<file path="config.mk">
export PLATFORM = sky130hd
export DESIGN_NAME = spid_cfg
export DESIGN_NICKNAME = d
export VERILOG_FILES = /design/src/rtl/spid_pkg.sv /design/src/rtl/spid_cfg.sv
export SDC_FILE = /design/constraint.sdc
export NUM_CORES = 1
export LEC_CHECK = 0
export BUFFER_PORTS_ARGS = -buffer_cell sky130_fd_sc_hd__buf_2
export CAP_MARGIN = 10
export CORE_AREA = 3 3 105 107
export DETAILED_ROUTE_END_ITERATION = 10
export DIE_AREA = 0 0 108 110
export GPL_ROUTABILITY_DRIVEN = 0
export PLACE_DENSITY = 0.63
export SLEW_MARGIN = 20
export SYNTH_ARGS = -nofsm -noshare
export SYNTH_HDL_FRONTEND = slang
export SYNTH_SLANG_ARGS = --single-unit
</file>
<file path="constraint.sdc">
create_clock -name clk -period 1.5 [get_ports clk]
set_input_delay 0.3 -clock clk [delete_from_list [all_inputs] [get_ports clk]]
set_output_delay 0.3 -clock clk [all_outputs]
set_load 0.005 [all_outputs]
</file>
<file path="src/rtl/spid_pkg.sv">
// ----------------------------------------------------------------------------
// spid_pkg
// Shared types and constants for the speed PID controller: register indexes,
// configuration bundle, field widths and reset values.
// ----------------------------------------------------------------------------
package spid_pkg;

  localparam int SPEED_W   = 16;
  localparam int GAIN_W    = 16;
  localparam int LIMIT_W   = 15;
  localparam int CFG_IDX_W = 3;
  localparam int CFG_W     = 16;
  localparam int ERR_W     = SPEED_W + 1;
  localparam int SUM_W     = SPEED_W;

  localparam int GAIN_FRAC_BITS_DEF = 8;

  localparam logic [GAIN_W-1:0]  KP_RST    = 16'd3072;
  localparam logic [GAIN_W-1:0]  KI_RST    = 16'd486;
  localparam logic [GAIN_W-1:0]  KD_RST    = 16'd1280;
  localparam logic [LIMIT_W-1:0] ILIM_RST  = 15'd1000;
  localparam logic [LIMIT_W-1:0] THRESH_RST = 15'd400;
  localparam logic [LIMIT_W-1:0] KICK_RST  = 15'd600;

  typedef enum logic [CFG_IDX_W-1:0] {
    REG_KP     = 3'd0,
    REG_KI     = 3'd1,
    REG_KD     = 3'd2,
    REG_ILIM   = 3'd3,
    REG_THRESH = 3'd4,
    REG_KICK   = 3'd5
  } reg_idx_t;

  typedef struct packed {
    logic [GAIN_W-1:0]  kp_gain;
    logic [GAIN_W-1:0]  ki_gain;
    logic [GAIN_W-1:0]  kd_gain;
    logic [LIMIT_W-1:0] integral_limit;
    logic [LIMIT_W-1:0] out_threshold;
    logic [LIMIT_W-1:0] out_kick;
  } cfg_t;

endpackage

</file>
<file path="src/rtl/spid_cfg.sv">
// ----------------------------------------------------------------------------
// spid_cfg
// Configuration register bank: gains, integral clamp, threshold and kick.
// ----------------------------------------------------------------------------
module spid_cfg (
  input  logic                         clk,
  input  logic                         rst,
  input  logic                         cfg_we,
  input  logic [spid_pkg::CFG_IDX_W-1:0] cfg_index,
  input  logic [spid_pkg::CFG_W-1:0]   cfg_data,
  output spid_pkg::cfg_t               cfg
);
  import spid_pkg::*;

  cfg_t regs;
  cfg_t regs_next;

  always_comb begin
    regs_next = regs;
    if (cfg_we) begin
      case (cfg_index)
        REG_KP:     regs_next.kp_gain        = cfg_data;
        REG_KI:     regs_next.ki_gain        = cfg_data;
        REG_KD:     regs_next.kd_gain        = cfg_data;
        REG_ILIM:   regs_next.integral_limit = cfg_data[LIMIT_W-1:0];
        REG_THRESH: regs_next.out_threshold  = cfg_data[LIMIT_W-1:0];
        REG_KICK:   regs_next.out_kick       = cfg_data[LIMIT_W-1:0];
        default:    regs_next = regs;
      endcase
    end
  end

  always_ff @(posedge clk) begin
    if (rst) begin
      regs.kp_gain        <= KP_RST;
      regs.ki_gain        <= KI_RST;
      regs.kd_gain        <= KD_RST;
      regs.integral_limit <= ILIM_RST;
      regs.out_threshold  <= THRESH_RST;
      regs.out_kick       <= KICK_RST;
    end else begin
      regs <= regs_next;
    end
  end

  assign cfg = regs;

endmodule

</file>
==> results by group <==
Power
  – Power, Total: 4761 uW
  – P per Cell Area: approximately 1000 nW/um2
  – Static Leak: approximately 0.0024 uW
  – VDD IR max: 0.0005046 V

Worst setup path
  – Slowest CP cell: dfxtp_1
  – CP Capture Type: primary output
  – Startpoint types: flip-flop
  – Crit-path cells: buf_2
  – Worst-path maximum fanout: 2
  – CP bufs+invs: 1
  – Max incr delay on CP: 0.37 ns
  – Delay-heaviest family, CP: flip-flops
  – Critical path type: flip-flop to primary output
  – Req. time, crit path: 1.20 ns
  – CP Data Arrival Time: 0.84 ns

Floorplanning
  – Full die area: 11,880 um2
  – Row count: 37
  – Die height: approximately 110 um
  – Die X: 108 um
  – Starting density of the core: 36.20%
  – Core area: slightly above 10,000 um2
  – # IOs: between 100 and 150

Routing
  – DR vias/cell: 4.526
  – Top Layer Used: met4
  – DRC: 0
  – Vias: 2,693
  – Total wire length: 8893 um
  – Routed met2 length: approximately 4300 um
  – Routed WL per cell: 14.95 um
  – Pre-Repair DR Iteration Count: 4
  – Starting DRT DRC Count: 94
  – Number of antenna-violating nets in the routed design: 0
  – Met1 wire length: between 4000 and 5000 um
  – Met3 WL: 501 um

Global route
  – Total gr overflow: 0
  – Vias in the first global route: 2,671
  – Initial antenna violation count: 0
  – First-pass GRT wire length: about 14,000 um
  – Largest net degree at the start of global routing: 46
  – Tot GR Track Use: 15.15%

Final layout
  – Filler instances: 984
  – Syn-to-layout area delta: 27.20%
  – Layout net count: approximately 480
  – Multi-input logic area: about 1700 um2
  – Number of flip-flops under the largest register name: 93
  – Diode count: 0
  – Register area: 1862 um2
  – Share of cells above drive strength 1: 32.68%

Clocking
  – Clock sinks: 93
  – Clock transition at path regs: about 0.080 ns
  – CTS Buffer Depth: 2
  – H-Tree Depth: 3
  – Post_cts resized: 0
  – TritonCTS buffer count: 9
  – TritonCTS clock tree: yes
  – Root Buffer: clkbuf_8
  – Clock Latency Late Sink: between 0.3 and 0.4 ns
  – Setup Buffers After CTS: 0
  – Hold-fix buffers, CTS: 0

Yosys
  – Sequential fraction of the synthesis area: 50.27%
  – Cells after synthesis: 340
  – Synth Area per Inst: 10.89 um2
  – Netlist cell types: 13
  – Synth area leaders: dfxtp_1 (50%), mux2i_1 (25%), nand2b_1 (15%), nor2_1 (3.4%), buf_2 (1.2%)
  – YS warnings: 0
  – Syn nets: 362
  – Post-synth top area cell: dfxtp_1
  – Yosys top cell area share: 50.27%
  – #FFs+latches synth: 93
  – Post-synthesis cell area: 3704 um2

Timing
  – Fmax: 877.5 MHz
  – Worst-margin pin slew: about 0.32 ns
  – RSZ-0062 raised after global routing: false
  – Total Neg Setup Slack: 0 ns
  – Clock Skew: 0 ns
  – Final Max Tran Viols: 0
  – Final Setup Violations: 0
  – Slew headroom: around 78%
  – Final period utilization: 75.97%
  – Tmin final: between 1 and 1.5 ns
  – Final hold vios: 0

Status
  – Status: completed

Job
  – MaxCap Viol Count: 0

Place
  – Dpl hpwl: around 6400 um
  – Port Buffers: 114

Hold path
  – HP Class: input port to flip-flop
layout make-up:
type	instances	area share [%]
clock buffers	10	2.922
clock inverters	6	1.833
multi-input cells	221	36.55
flip-flops and latches	93	39.52
well taps	136	3.612
repair buffers	129	15.56
logic make-up (layout without fill, tap and decap cells):
group         after synthesis  count (layout)  share of synthesized area [%]
simple gates              128             128                          20.95
flops                      93              93                          50.27
mux                        93              93                          25.14
buf+inv                    26             145                          3.648
worst paths after layout:
path	start	endpoint	slack, ns	depth (start not counted)
worst max-delay path	cfg[13]	cfg[13]	0.36	1
worst min-delay path	cfg_data[11]	cfg[88]	0.24	3
worst max register to register	cfg[14]	cfg[14]	0.86	2
worst min register to register	cfg[17]	cfg[17]	0.47	2
stage by stage:
stage / hold slack [ns] / area (um2) / instances / setup slack (ns) / util (%)
6_report: 0.2366 / 4711 / 595 / 0.3605 / 46.04
5_1_grt: 0.2334 / 4711 / 595 / 0.3059 / 46.04
4_1_cts: 0.2107 / 4711 / 595 / 0.3382 / 46.04
3_5_place_dp: 0.4587 / 4487 / 579 / 0.04721 / 43.85
3_3_place_gp: 0.4570 / 4487 / 579 / 0.1009 / 43.85
2_1_floorplan: 0.4650 / 3704 / 340 / 0.1357 / -
per-layer routing:
layer	GRT usage [%]	up-vias
met2	25.31	67
li1	-	1349
met3	3.844	10
met1	19.04	1267
met5	0	-
met4	5.410	0
Yosys cell counts (all sizes together):
library cell	n
clkbuf	12
buf	14
nand2b	86
or4b	1
nor4bb	2
nor2	34
mux2i	93
nand4b	2
nand4bb	2
nor4b	1
dfxtp	93
where the power goes:
part / internal, uW / switching, uW
logic: 189 / 194
registers: 2520 / 28.6
clock network: 981 / 847
layout by cell type (no fill, tap or decap), types with 2 or more instances in the layout:
| master | Yosys | layout |
|---|---|---|
| dfxtp_1 | 93 | 93 |
| clkinv_2 | 0 | 2 |
| buf_12 | 0 | 4 |
| mux2i_1 | 93 | 93 |
| nor2_1 | 34 | 34 |
| nand4bb_1 | 2 | 2 |
| nand2b_1 | 86 | 86 |
| nand4b_2 | 2 | 2 |
| buf_2 | 9 | 114 |
| clkbuf_8 | 0 | 10 |
| buf_4 | 3 | 11 |
| bufinv_16 | 0 | 2 |
No activity file was read; power rests on OpenSTA's default activity.
